===== src/rtl/sega_pkg.sv =====
// Shared types and constants for the spectral envelope gain block.
package sega_pkg;
	localparam int MaxPoints = 16;
	localparam int IdxW = 4;
	localparam int FreqW = 22;
	localparam int GainW = 16;
	localparam int AmpW = 24;
	localparam int BinW = 24;
	localparam int CfgW = 18;
	localparam int QDepth = 2;
	localparam logic [GainW-1:0] UnityGain = 16'd16384;

	localparam logic [1:0] RegPointCount = 2'd0;
	localparam logic [1:0] RegSampleRate = 2'd1;
	localparam logic [1:0] RegFftSize = 2'd2;

	localparam logic OpWrite = 1'b0;
	localparam logic OpApply = 1'b1;

	typedef struct packed {
		logic [BinW-1:0] bin;
		logic [AmpW-1:0] amp;
		logic last;
	} job_t;
endpackage


===== src/rtl/sega_queue.sv =====
// Short job queue between the front end and the gain engine.
module sega_queue (
	input  logic clk,
	input  logic arst_n,
	input  logic push,
	input  sega_pkg::job_t push_data,
	output logic full,
	input  logic pop,
	output logic empty,
	output sega_pkg::job_t pop_data
);
	sega_pkg::job_t buf_q [sega_pkg::QDepth];
	logic wp_q, rp_q;
	logic [1:0] cnt_q;

	assign full = (cnt_q == 2'd2);
	assign empty = (cnt_q == 2'd0);
	assign pop_data = buf_q[rp_q];

	always_ff @(posedge clk) begin
		if (push) begin
			buf_q[wp_q] <= push_data;
		end
	end

	always_ff @(posedge clk or negedge arst_n) begin
		if (!arst_n) begin
			wp_q <= 1'b0;
			rp_q <= 1'b0;
			cnt_q <= 2'd0;
		end else begin
			if (push) wp_q <= ~wp_q;
			if (pop) rp_q <= ~rp_q;
			cnt_q <= cnt_q + {1'b0, push} - {1'b0, pop};
		end
	end
endmodule


===== config.mk =====
export PLATFORM = sky130hd
export DESIGN_NAME = sega_queue
export DESIGN_NICKNAME = d
export VERILOG_FILES = /design/src/rtl/sega_pkg.sv /design/src/rtl/sega_queue.sv
export SDC_FILE = /design/constraint.sdc
export NUM_CORES = 1
export LEC_CHECK = 0
export CELL_PAD_IN_SITES_DETAIL_PLACEMENT = 1
export CELL_PAD_IN_SITES_GLOBAL_PLACEMENT = 1
export CORE_ASPECT_RATIO = 0.6
export CORE_MARGIN = 5
export CORE_UTILIZATION = 57
export DETAILED_ROUTE_END_ITERATION = 12
export DONT_BUFFER_PORTS = 1
export PLACE_DENSITY_LB_ADDON = 0.1
export SLEW_MARGIN = 20
export SYNTH_ARGS = -nofsm -noshare
export SYNTH_HDL_FRONTEND = slang
export SYNTH_SLANG_ARGS = --single-unit
export TNS_END_PERCENT = 30

===== constraint.sdc =====
create_clock -name clk -period 9.4 [get_ports clk]
set_input_delay 0 -clock clk [delete_from_list [all_inputs] [get_ports clk]]
set_output_delay 0 -clock clk [all_outputs]
set_load 0.03 [all_outputs]

Yosys cells after proc, flatten, opt, wreduce, memory -nomap -nowiden
Memories as Yosys holds them, arrays and structs flattened.
Cells that the tools add are included.
W data, S select, Z words.
{ "word_totals": {"output_inout_bits": 51, "inputBits": 53, "regBits": 4, "memories": 1, "ramBits": 98, "word_cells": 12} }
{ "mem_list": {"columns": ["memory", "words", "word_bits", "read_ports", "rd_clocked_by_memory_dff", "wr", "line", "text"], "rows": [
  ["buf_q", 2, 49, 1, 0, 1, "sega_queue.sv:12", "sega_pkg::job_t buf_q [sega_pkg::QDepth];"]
]} }
{ "op_classes": {"add_sub_neg": 2, "mux": 2, "n_reduce_logical": 1, "eq_ne": 1, "bitwise": 2} }
{ "op_table": {"columns": ["cell", "count"], "rows": [
  ["$add A2 B1 Y2", 1],
  ["$eq A2 B2 Y1 const B", 1],
  ["$logic_not A2 Y1", 1],
  ["$mux W1", 2],
  ["$not A1 Y1", 2],
  ["$sub A2 B1 Y2", 1]
]} }

Depth between registers and ports, before layout
Gate-level depths: netlist (run 1).
{ "logic_depth": {"ltp_word": 2, "mapped_depth": 5, "depth_no_buf": 5} }

Worst setup path after synthesis (run 1)
No wires, ideal clock.
{ "synth_path": {"path_type": "reg2reg", "from": "register wp_q", "to": "memory buf_q[0][0] in the netlist's numbering, enable pin", "arrival_time_ns": 2.588, "stages_incl_launch_ff": 2, "synth_period_minus_slack_ns": 3.050, "t_required_ns": 8.938, "path_slack_ns": 6.350, "path_buffers": 0, "setup_time_ns": 0.462, "cell_sequence": "dfrtp_1 nor2b_1"} }
{ "synth_lines": {"columns": ["element", "line", "text"], "rows": [
  ["start, declared", "sega_queue.sv:13", "logic wp_q, rp_q;"],
  ["start signal, assigned", "sega_queue.sv:32", "if (push) wp_q <= ~wp_q;"],
  ["end, declared", "sega_queue.sv:12", null]
]} }
Straight into the memory's write port.

==> results of run 1 <==
-- synth_stat cells --
cell	instances	share of area
buf_12	5	0.025
nor2b_1	2	0.0031
xor2_1	2	0.0044
xor3_1	1	0.0060
ha_1	2	0.0063
mux2_4	49	0.18
nor2_1	1	0.00094
and2_1	1	0.0016
dfrtp_1	4	0.025
inv_1	2	0.0019
buf_6	1	0.0028
edfxtp_1	98	0.74
-- final cells by class --
class | instances | area [um^2]
flip-flops and latches | 102 | 3050
fillers | 497 | 1870
multi-input cells | 58 | 835
repair buffers | 54 | 538
clock buffers | 9 | 225
well taps | 87 | 109
clock inverters | 7 | 103
inverters | 2 | 7.51
-- layer usage --
metal  part of all wire  vias to the layer above
met5                  0                        -
met4             0.0086                        0
met3              0.082                        5
met2               0.51                       70
met1               0.40                      878
li1                   -                      776
-- final timing paths --
path                            slack, ns  cells after the start                endpoint              from
max in group asynchronous            8.71                      2        rp_q$_DFFE_PN0P_            arst_n
worst max-delay path                 7.55                      1             pop_data[6]  rp_q$_DFFE_PN0P_
worst min register to register       0.57                      1        wp_q$_DFFE_PN0P_  wp_q$_DFFE_PN0P_
worst max register to register       7.72                      2  buf_q[0][45]$_DFFE_PP_  wp_q$_DFFE_PN0P_
min in group asynchronous            0.49                      2      cnt_q[1]$_DFF_PN0_            arst_n
worst min-delay path                 0.06                      3      cnt_q[0]$_DFF_PN0_               pop
-- power by group through the flow --
stage	Combinational, W	Sequential [W]	Clock (W)
6_report	0.000498	0.000697	0.000397
5_1_grt	0.000518	0.000709	0.000426
4_1_cts	0.000495	0.000695	0.000402
3_5_place_dp	0.000471	0.000705	0
3_3_place_gp	0.000466	0.000693	0
2_1_floorplan	0.000522	0.000637	0
-- flip-flops by register name (all words and copies together) (netlist names) --
register  count
buf_q        98
cnt_q         2
rp_q          1
wp_q          1
-- stage by stage --
stage                     utilization  setup slack (ns)  instance area [um^2]
final                           0.722              7.55                  4860
after CTS                       0.722              7.56                  4860
after global placement          0.595              7.68                  4000
after detailed placement        0.595              7.58                  4000
after floorplan                     -              6.35                  3990
after global routing            0.722              7.49                  4860
-- placed cells by master, fill, tap and decap left out, types with 2 or more instances in the layout --
| cell type | n |
|---|---|
| bufinv_16 | 2 |
| clkbuf_16 | 9 |
| dfrtp_1 | 3 |
| dlygate4sd3_1 | 53 |
| edfxtp_1 | 98 |
| ha_1 | 2 |
| inv_1 | 2 |
| inv_6 | 3 |
| mux2_4 | 49 |
| xor2_1 | 2 |
-- cells by family (layout without fill, tap and decap cells) --
group	Yosys count	count (layout)
flops	102	102
mux	49	49
buf+inv	8	72
simple gates	4	4
xor+xnor	3	3
fa+ha+maj	2	2
-- timing repair --
action	4_1_cts	5_1_grt
endpoints found under the setup margin	0	0
endpoints found under the hold margin	117	0
hold buffers	53	0
==> impl_metrics.csv, run 1 <==
group,metric,value,unit
power_and_ir_drop,seqPwrFrac,0.438,
setup_path,crit_fanout,50,
logic_synthesis,synth_xor_area_frac,0.0104,
logic_synthesis,synth_nets,223,
global_route,grt_util_met3,0.0743,
power_and_ir_drop,power.share.clock,0.249,
sta,timing.hold.ws,0.0580,ns
logic_synthesis,synth_area,3990,um^2
cells_and_area,final_net_count,282,
power_and_ir_drop,peakVddDrop,0.385,mV
clock_tree,tritoncts,"done",
logic_synthesis,synth_simple_gate_area_share,0.00565,
global_route,grtUsageTotal,0.183,
clock_tree,cts_buffers,9,
clock_tree,cts.clk_slew.worst_paths,0.07,ns
clock_tree,clock_path_buffers,2,
floorplan,io_pins,104,
floorplan,die_area,8820,um^2
setup_path,critPathKind,"flip-flop to output pin",
global_route,grt_pass1_vias,1957,
global_route,busiest_layer,"met2",
global_route,grt.overflow.total,0,
floorplan,dieWidth,118,um
global_route,use_met1,0.213,
clock_tree,cts_sinks,102,
placed_design,gp_congestion,0.678,
setup_path,crit_chain,"mux2_4",
global_route,grt_max_degree,51,
clock_tree,clock_latency,0.33,ns
logic_synthesis,yosys.area_share.adder,0.00628,
logic_synthesis,synth_seq_cells,102,
setup_path,critPathRequiredTime,9.40,ns
setup_path,max_stage_delay,1.04,ns
drt,drt_iter0_markers,117,
global_route,grt_pass1_wl,11800,um
power_and_ir_drop,internal_power,0.00104,W
sta,slew_headroom,0.373,
drt,vias,1729,
power_and_ir_drop,swShare,0.346,
power_and_ir_drop,totalPowerFinal,0.00159,W
drt,antenna_left,0,
sta,tns,0,ns
global_route,antenna_found_initial,0,
floorplan,die-height,74.8,um
sta,clock_skew,0.00897,ns
sta,finalCritPeriodShare,0.196,
global_route,grtUsageMet2,0.320,
sta,rsz0062_at_grt,"no",
sta,setup_viol,0,
clock_tree,cts_setup_buffers,0,
hold_path,hold_class,"primary input to flip-flop",
cells_and_area,diodes,0,
sta,max_freq,541,MHz
cells_and_area,instances_no_fill,319,
logic_synthesis,synth-seq-area-share,0.763,
logic_synthesis,yosys-mux-area-fraction,0.185,
setup_path,crit_path_end_kind,"output pin",
setup_path,path_buf_inv,0,
clock_tree,cts_resized,0,
placed_design,placedCellCount,250,
logic_synthesis,synth.avg_cell_area,23.7,um^2
floorplan,rows,23,
floorplan,initial_core_util,0.592,
drt,routedWlPerCell,24.4,um
logic_synthesis,yosysWarningCount,0,
clock_tree,cts_max_level,3,
power_and_ir_drop,comb_power_share,0.313,
setup_path,worstPathArrival,1.85,ns
drt,firstDrtPassIters,4,
outcome,status,"complete, no violations",
logic_synthesis,synth_top_family_by_area,"multiplexers",
drt,finalWirelength,7790,um
run,max_cap_viol_count,0,
placed_design,hpwlAfterDp,4330,um
sta,hold_viol_final,0,
power_and_ir_drop,power_leakage,1.82,nW
logic_synthesis,syn_inst,168,
sta,min_period,1.85,ns
sta,drv_slew,0,
placed_design,port_buffers,0,
floorplan,core_area,6730,um^2
sta,worstMarginPinSlew,0.940,ns
logic_synthesis,yosysUniqueCellTypes,12,
cells_and_area,drive_gt1_frac,0.297,
setup_path,slowest_stage,"dfrtp_4",
clock_tree,cts-root-buf,"clkbuf_16",
power_and_ir_drop,power_per_cell_area,327,nW/um^2
logic_synthesis,synth-compound-area-share,0,
cells_and_area,area_delta_synth_final,22.0,%
drt,drc,0,
power_and_ir_drop,p_switching,0.000551,W
drt,via_per_inst,5.42,
setup_path,crit_family,"flip-flops",
setup_path,setup.worst_path.start_class,"flip-flop",
Power figures use the tool's default switching activity.
==> inputs of run 2 (changes only) <==
--- a/config.mk
+++ b/config.mk
@@ -5,11 +5,12 @@
 export SDC_FILE = /design/constraint.sdc
 export NUM_CORES = 1
 export LEC_CHECK = 0
+export ABC_AREA = 1
 export CELL_PAD_IN_SITES_DETAIL_PLACEMENT = 1
 export CELL_PAD_IN_SITES_GLOBAL_PLACEMENT = 1
 export CORE_ASPECT_RATIO = 0.6
 export CORE_MARGIN = 5
-export CORE_UTILIZATION = 57
+export CORE_UTILIZATION = 45
 export DETAILED_ROUTE_END_ITERATION = 12
 export DONT_BUFFER_PORTS = 1
 export PLACE_DENSITY_LB_ADDON = 0.1
==> constraint.sdc (replaced) <==
create_clock -name clk -period 1.6 [get_ports clk]
set_input_delay 0 -clock clk [delete_from_list [all_inputs] [get_ports clk]]
set_output_delay 0 -clock clk [all_outputs]
set_load 0.03 [all_outputs]
==> run 2 against run 1 <==
Routed wire length up 2.8%. Via count increased by 34%. Critical endpoint is now pop_data[34]. Clock-buffer cell count increased by 2. Global-route usage is 2.5 points lower. First-iteration DRC count decreased by 15%. Cell count up 56%. Sequential share of layout area down 4.3 points. Synthesized cell count grew 67%. Clock power grew to 5.6 times the previous value. Critical path type unchanged. Largest cell class unchanged. Die area up 22%. Worst hold slack improved by 0.0064 ns.
==> impl_metrics.csv, run 2 <==
group,metric,value,unit
cells_and_area,layout_common_cells,"edfxtp_1, inv_1, dlygate4sd3_1",
hold_path,holdPathEnd,"cnt_q[0]$_DFF_PN0_",
sta,min_period,1.52,ns
hold_path,hold_depth,3,
floorplan,io_pins,104,
floorplan,core_area,8490,um^2
logic_synthesis,synth.avg_cell_area,14.0,um^2
clock_tree,cts_buffers,9,
cells_and_area,drive_gt1_frac,0.213,
placed_design,port_buffers,0,
placed_design,gp_congestion,0.786,
clock_tree,cts_sinks,102,
sta,drv_slew,0,
placed_design,place_area,4390,um^2
cells_and_area,reg_top3,"buf_q x98, cnt_q x2",
logic_synthesis,synthFlopType,"edfxtp_1",
power_and_ir_drop,peakVddDrop,0.913,mV
global_route,grt_pass1_vias,2457,
clock_tree,clock_latency,0.33,ns
logic_synthesis,yosysUniqueCellTypes,16,
drt,drc,0,
drt,finalWirelength,8000,um
global_route,grt_pass1_wl,12500,um
sta,fin_ws,0.0824,ns
setup_path,setup.worst_path.start_class,"flip-flop",
setup_path,critPathRequiredTime,1.60,ns
sta,rsz0062_at_grt,"no",
sta,max_freq,659,MHz
sta,setup_viol,0,
logic_synthesis,yosys-top-cells-count,"edfxtp_1, inv_1, nand2_1, o21ai_0",
sta,slew_headroom,0.633,
cells_and_area,area_delta_synth_final,33.2,%
logic_synthesis,synth_area,3920,um^2
drt,firstDrtPassIters,4,
cells_and_area,fillers,835,
setup_path,critPathKind,"flip-flop to output pin",
setup_path,worstPathArrival,1.52,ns
cells_and_area,fin_area,5220,um^2
run,max_cap_viol_count,0,
setup_path,r2r-start,"wp_q$_DFFE_PN0P_",
logic_synthesis,synth-seq-area-share,0.776,
floorplan,dieWidth,131,um
global_route,grt_max_degree,45,
placed_design,hpwlAfterDp,5160,um
floorplan,die-height,82.3,um
setup_path,crit_fanout,43,
floorplan,initial_core_util,0.462,
logic_synthesis,synth_edf_count,98,
clock_tree,cts_max_level,3,
cells_and_area,final_net_count,435,
clock_tree,tritoncts,"done",
setup_path,crit_path_end_kind,"output pin",
setup_path,r2r-end,"buf_q[1][4]$_DFFE_PP_",
hold_path,hold_class,"primary input to flip-flop",
logic_synthesis,synth_nets,336,
global_route,grtUsageTotal,0.157,
drt,antenna_left,0,
power_and_ir_drop,power_leakage,2.12,nW
logic_synthesis,yosysWarningCount,0,
drt,drt_iter0_markers,100,
clock_tree,cts-root-buf,"clkbuf_16",
logic_synthesis,synth_top_area_frac,0.750,
global_route,antenna_found_initial,0,
cells_and_area,largest_register,"buf_q",
clock_tree,cts.clk_slew.worst_paths,0.06,ns
sta,worstMarginPinSlew,0.549,ns
hold_path,hold_path_startpoint,"pop",
power_and_ir_drop,totalPowerFinal,0.00991,W
setup_path,rrSetupSlack,0.38,ns
setup_path,reg2reg_depth,3,
floorplan,rows,26,
drt,via_per_inst,4.66,
drt,vias,2314,
global_route,grt.overflow.total,0,
sta,finalCritPeriodShare,0.948,
logic_synthesis,syn_inst,281,
logic_synthesis,yosysMostFrequentCell,"edfxtp_1",
sta,clock_skew,0.00285,ns
placed_design,post-place-ws,0.371,ns
outcome,status,"complete, no violations",
power_and_ir_drop,power_per_cell_area,1900,nW/um^2
logic_synthesis,ys_top_cells_by_area,"edfxtp_1, inv_1, o21ai_0, nand2_1, dfrtp_1",
cells_and_area,largest_register_ffs,98,
cells_and_area,diodes,0,
placed_design,placedCellCount,428,
sta,hold_viol_final,0,
clock_tree,clock_path_buffers,2,
cells_and_area,instances_no_fill,497,
sta,timing.hold.ws,0.0644,ns
clock_tree,cts_setup_buffers,0,
cells_and_area,final_common_cell,"edfxtp_1",
floorplan,die_area,10700,um^2
logic_synthesis,synth_seq_cells,102,
logic_synthesis,ys_async_sr_fraction,0.0392,
logic_synthesis,yosys.area.top_type,"edfxtp_1",
drt,routedWlPerCell,16.1,um
run 2: worst max-delay path, stage by stage, from the launching register on:
cell and delay, ns:
dfrtp_4 0.51, buf_12 0.18, o21ai_0 0.27, buf_4 0.22
run 2: final cells by class:
class / count / area, um^2 / area share
flip-flops and latches: 102 / 3050 / 0.583
repair buffers: 99 / 938 / 0.180
multi-input cells: 112 / 581 / 0.111
clock buffers: 11 / 233 / 0.0446
inverters: 56 / 210 / 0.0402
well taps: 112 / 140 / 0.0268
clock inverters: 5 / 73.8 / 0.0141
run 2: how the worst max path moves through the flow:
stage	slack, ns	end	startpoint	cells past startpoint
2_1_floorplan	-0.23	buf_q[1][0]$_DFFE_PP_	wp_q$_DFFE_PN0P_	2
3_3_place_gp	0.39	buf_q[1][16]$_DFFE_PP_	wp_q$_DFFE_PN0P_	3
3_5_place_dp	0.37	buf_q[1][41]$_DFFE_PP_	wp_q$_DFFE_PN0P_	3
4_1_cts	0.05	pop_data[8]	rp_q$_DFFE_PN0P_	3
5_1_grt	0.005	pop_data[12]	rp_q$_DFFE_PN0P_	3
6_report	0.08	pop_data[34]	rp_q$_DFFE_PN0P_	3
run 2: per-layer routing:
layer | global-route usage | part of all wire | vias to the layer above
met1 | 0.174 | 0.40 | 1105
met4 | 0.0431 | 0.0042 | 0
met5 | 0 | 0 | -
met3 | 0.0643 | 0.082 | 4
li1 | - | - | 1135
met2 | 0.284 | 0.51 | 70
run 2: cells by family after synthesis:
logic type,after synthesis,share of synthesized area
XOR/XNOR,2,0.00447
AO/OA/AOI/OAI,49,0.0721
AND/OR/NAND/NOR,59,0.0632
flip-flops,102,0.776
buffers and inverters,67,0.0779
adder cells (fa/ha/maj),2,0.00638
run 2: where the power goes:
| part | switching [W] | leakage (nW) | internal (W) |
|---|---|---|---|
| Combinational | 0.00272 | 1.00 | 0.00125 |
| Sequential | 0.000174 | 0.966 | 0.00356 |
| Clock | 0.000848 | 0.151 | 0.00136 |
run 2: timing repair:
action / in CTS / in global routing
setup endpoints to repair: 0 / 1
endpoints found under the hold margin: 106 / 0
hold buffers: 53 / 0
gates resized for setup: 0 / 1
run 2: stage by stage:
step | utilization | setup TNS [ns]
3_5_place_dp | 0.517 | 0
4_1_cts | 0.615 | 0
3_3_place_gp | 0.517 | 0
5_1_grt | 0.615 | 0
6_report | 0.615 | 0
2_1_floorplan | - | -11.16
==> inputs of run 3 (changes only) <==
--- a/config.mk
+++ b/config.mk
@@ -6,11 +6,9 @@
 export NUM_CORES = 1
 export LEC_CHECK = 0
 export ABC_AREA = 1
-export CELL_PAD_IN_SITES_DETAIL_PLACEMENT = 1
-export CELL_PAD_IN_SITES_GLOBAL_PLACEMENT = 1
 export CORE_ASPECT_RATIO = 0.6
 export CORE_MARGIN = 5
-export CORE_UTILIZATION = 45
+export CORE_UTILIZATION = 25
 export DETAILED_ROUTE_END_ITERATION = 12
 export DONT_BUFFER_PORTS = 1
 export PLACE_DENSITY_LB_ADDON = 0.1
==> run 3 against run 2 <==
Die area grew 71%. Sequential power is essentially flat. Fmax grew 0.25%. Worst hold slack lost 0.025 ns. Power shrank 0.42%. Routed wire length grew 2.6%. Critical path type unchanged.
==> impl_metrics.csv, run 3 (synthesis results as in run 2) <==
group,metric,value,unit
global_route,grt_pass1_vias,2249,
sta,worstMarginPinSlew,0.549,ns
sta,max_freq,661,MHz
setup_path,crit_family,"flip-flops",
drt,antenna_left,0,
sta,clock_skew,0.00697,ns
global_route,grt.overflow.total,0,
cells_and_area,diodes,0,
drt,firstDrtPassIters,4,
sta,setup_viol,0,
sta,rsz0062_at_grt,"yes",
placed_design,hpwlAfterDp,5260,um
sta,drv_slew,0,
power_and_ir_drop,p_switching,0.00392,W
placed_design,port_buffers,0,
sta,min_period,1.51,ns
setup_path,slowest_stage,"dfrtp_4",
floorplan,initial_core_util,0.255,
power_and_ir_drop,internal_power,0.00595,W
floorplan,die_area,18400,um^2
cells_and_area,largest_register,"buf_q",
drt,finalWirelength,8210,um
cells_and_area,multi_input_area,581,um^2
run,max_cap_viol_count,0,
power_and_ir_drop,power_leakage,2.12,nW
setup_path,critPathRequiredTime,1.60,ns
cells_and_area,reg_top3,"buf_q x98, cnt_q x2",
clock_tree,clock_latency,0.33,ns
sta,slew_headroom,0.632,
sta,finalCritPeriodShare,0.946,
setup_path,setup.worst_path.start_class,"flip-flop",
floorplan,dieWidth,172,um
setup_path,max_stage_delay,0.58,ns
cells_and_area,final_common_cell,"edfxtp_1",
clock_tree,cts.clk_slew.worst_paths,0.07,ns
clock_tree,cts_max_level,3,
power_and_ir_drop,seqPwrFrac,0.381,
power_and_ir_drop,power.share.clock,0.206,
cells_and_area,final_net_count,438,
floorplan,io_pins,104,
global_route,grt_pass1_wl,12400,um
setup_path,worstPathArrival,1.51,ns
cells_and_area,drive_gt1_frac,0.222,
drt,drc,0,
clock_tree,cts_sinks,102,
drt,routedWlPerCell,13.9,um
clock_tree,cts_buffers,9,
placed_design,post-place-ws,0.283,ns
drt,drt_iter0_markers,88,
global_route,grtUsageTotal,0.0902,
clock_tree,tritoncts,"done",
floorplan,die-height,107,um
clock_tree,cts-root-buf,"clkbuf_16",
setup_path,crit_chain,"buf_12, o21ai_2",
cells_and_area,area_delta_synth_final,35.9,%
outcome,status,"complete, no violations",
clock_tree,clock_path_buffers,2,
cells_and_area,fillers,1519,
sta,fin_ws,0.0862,ns
power_and_ir_drop,comb_power_share,0.413,
power_and_ir_drop,totalPowerFinal,0.00987,W
cells_and_area,largest_register_ffs,98,
setup_path,path_buf_inv,1,
sta,hold_viol_final,0,
power_and_ir_drop,power_per_cell_area,1850,nW/um^2
cells_and_area,seq_area,3050,um^2
hold_path,hold_class,"primary input to flip-flop",
setup_path,crit_path_end_kind,"output pin",
global_route,antenna_found_initial,0,
placed_design,gp_congestion,0.680,
setup_path,crit_fanout,24,
power_and_ir_drop,peakVddDrop,0.963,mV
drt,vias,2266,
setup_path,critPathKind,"flip-flop to output pin",
global_route,grt_max_degree,32,
floorplan,rows,35,
cells_and_area,layout_common_cells,"edfxtp_1, inv_1, dlygate4sd3_1",
floorplan,core_area,15400,um^2
drt,via_per_inst,3.83,
power_and_ir_drop,swShare,0.397,
run 3: power groups by stage:
stage                     clock network, W  registers (W)  logic [W]
after floorplan                          0        0.00373    0.00271
after global placement                   0        0.00386    0.00391
after detailed placement                 0        0.00387    0.00390
after CTS                          0.00212        0.00377    0.00415
after global routing               0.00224        0.00381    0.00441
final                              0.00204        0.00376    0.00407
run 3: area by class of cell:
type	count	area share
clock buffer	9	0.0423
clock inverter	7	0.00892
inverter	56	0.0394
multi-input combinational	112	0.109
sequential	102	0.572
tap	203	0.0477
timing repair buffer	102	0.181
run 3: metrics by stage:
stage	util	hold slack (ns)	setup TNS (ns)	area (um^2)	cells
global route	0.347	0.0535	-0.00177	5330	591
global placement	0.293	-0.295	0	4510	520
finish	0.347	0.0398	0	5330	591
CTS	0.346	0.0211	0	5330	591
floorplan	-	-0.296	-11.16	3930	281
detailed placement	0.293	-0.295	0	4510	520
run 3: path summary, 6_finish.rpt:
path                                       start                endpoint  slack [ns]  cells past startpoint
worst max-delay path            rp_q$_DFFE_PN0P_            pop_data[39]        0.09                      2
worst min-delay path                         pop      cnt_q[1]$_DFF_PN0_        0.04                      4
worst max register to register  wp_q$_DFFE_PN0P_  buf_q[1][28]$_DFFE_PP_        0.38                      3
worst min register to register  wp_q$_DFFE_PN0P_        wp_q$_DFFE_PN0P_        0.55                      1
max in group asynchronous                 arst_n        rp_q$_DFFE_PN0P_        0.93                      2
min in group asynchronous                 arst_n        rp_q$_DFFE_PN0P_        0.47                      2
run 3: metal layers:
| metal | share of wire | vias to the layer above | global-route usage |
|---|---|---|---|
| li1 | - | 1143 | - |
| met1 | 0.47 | 1046 | 0.122 |
| met2 | 0.42 | 72 | 0.130 |
| met3 | 0.10 | 5 | 0.0435 |
| met4 | 0.0055 | 0 | 0.0220 |
| met5 | 0 | - | 0 |
run 3: timing repair:
action                                  in CTS  in global routing
setup buffers                                2                  0
gates resized for setup                      1                 13
hold buffers                                53                  0
endpoints found under the setup margin      14                 14
hold endpoints to repair                   106                  0
run 3: tightest hold or removal path, stage by stage:
cell	delay (ns)
ha_1	0.14
nand2_1	0.07
nand3_1	0.08
nand2_1	0.05
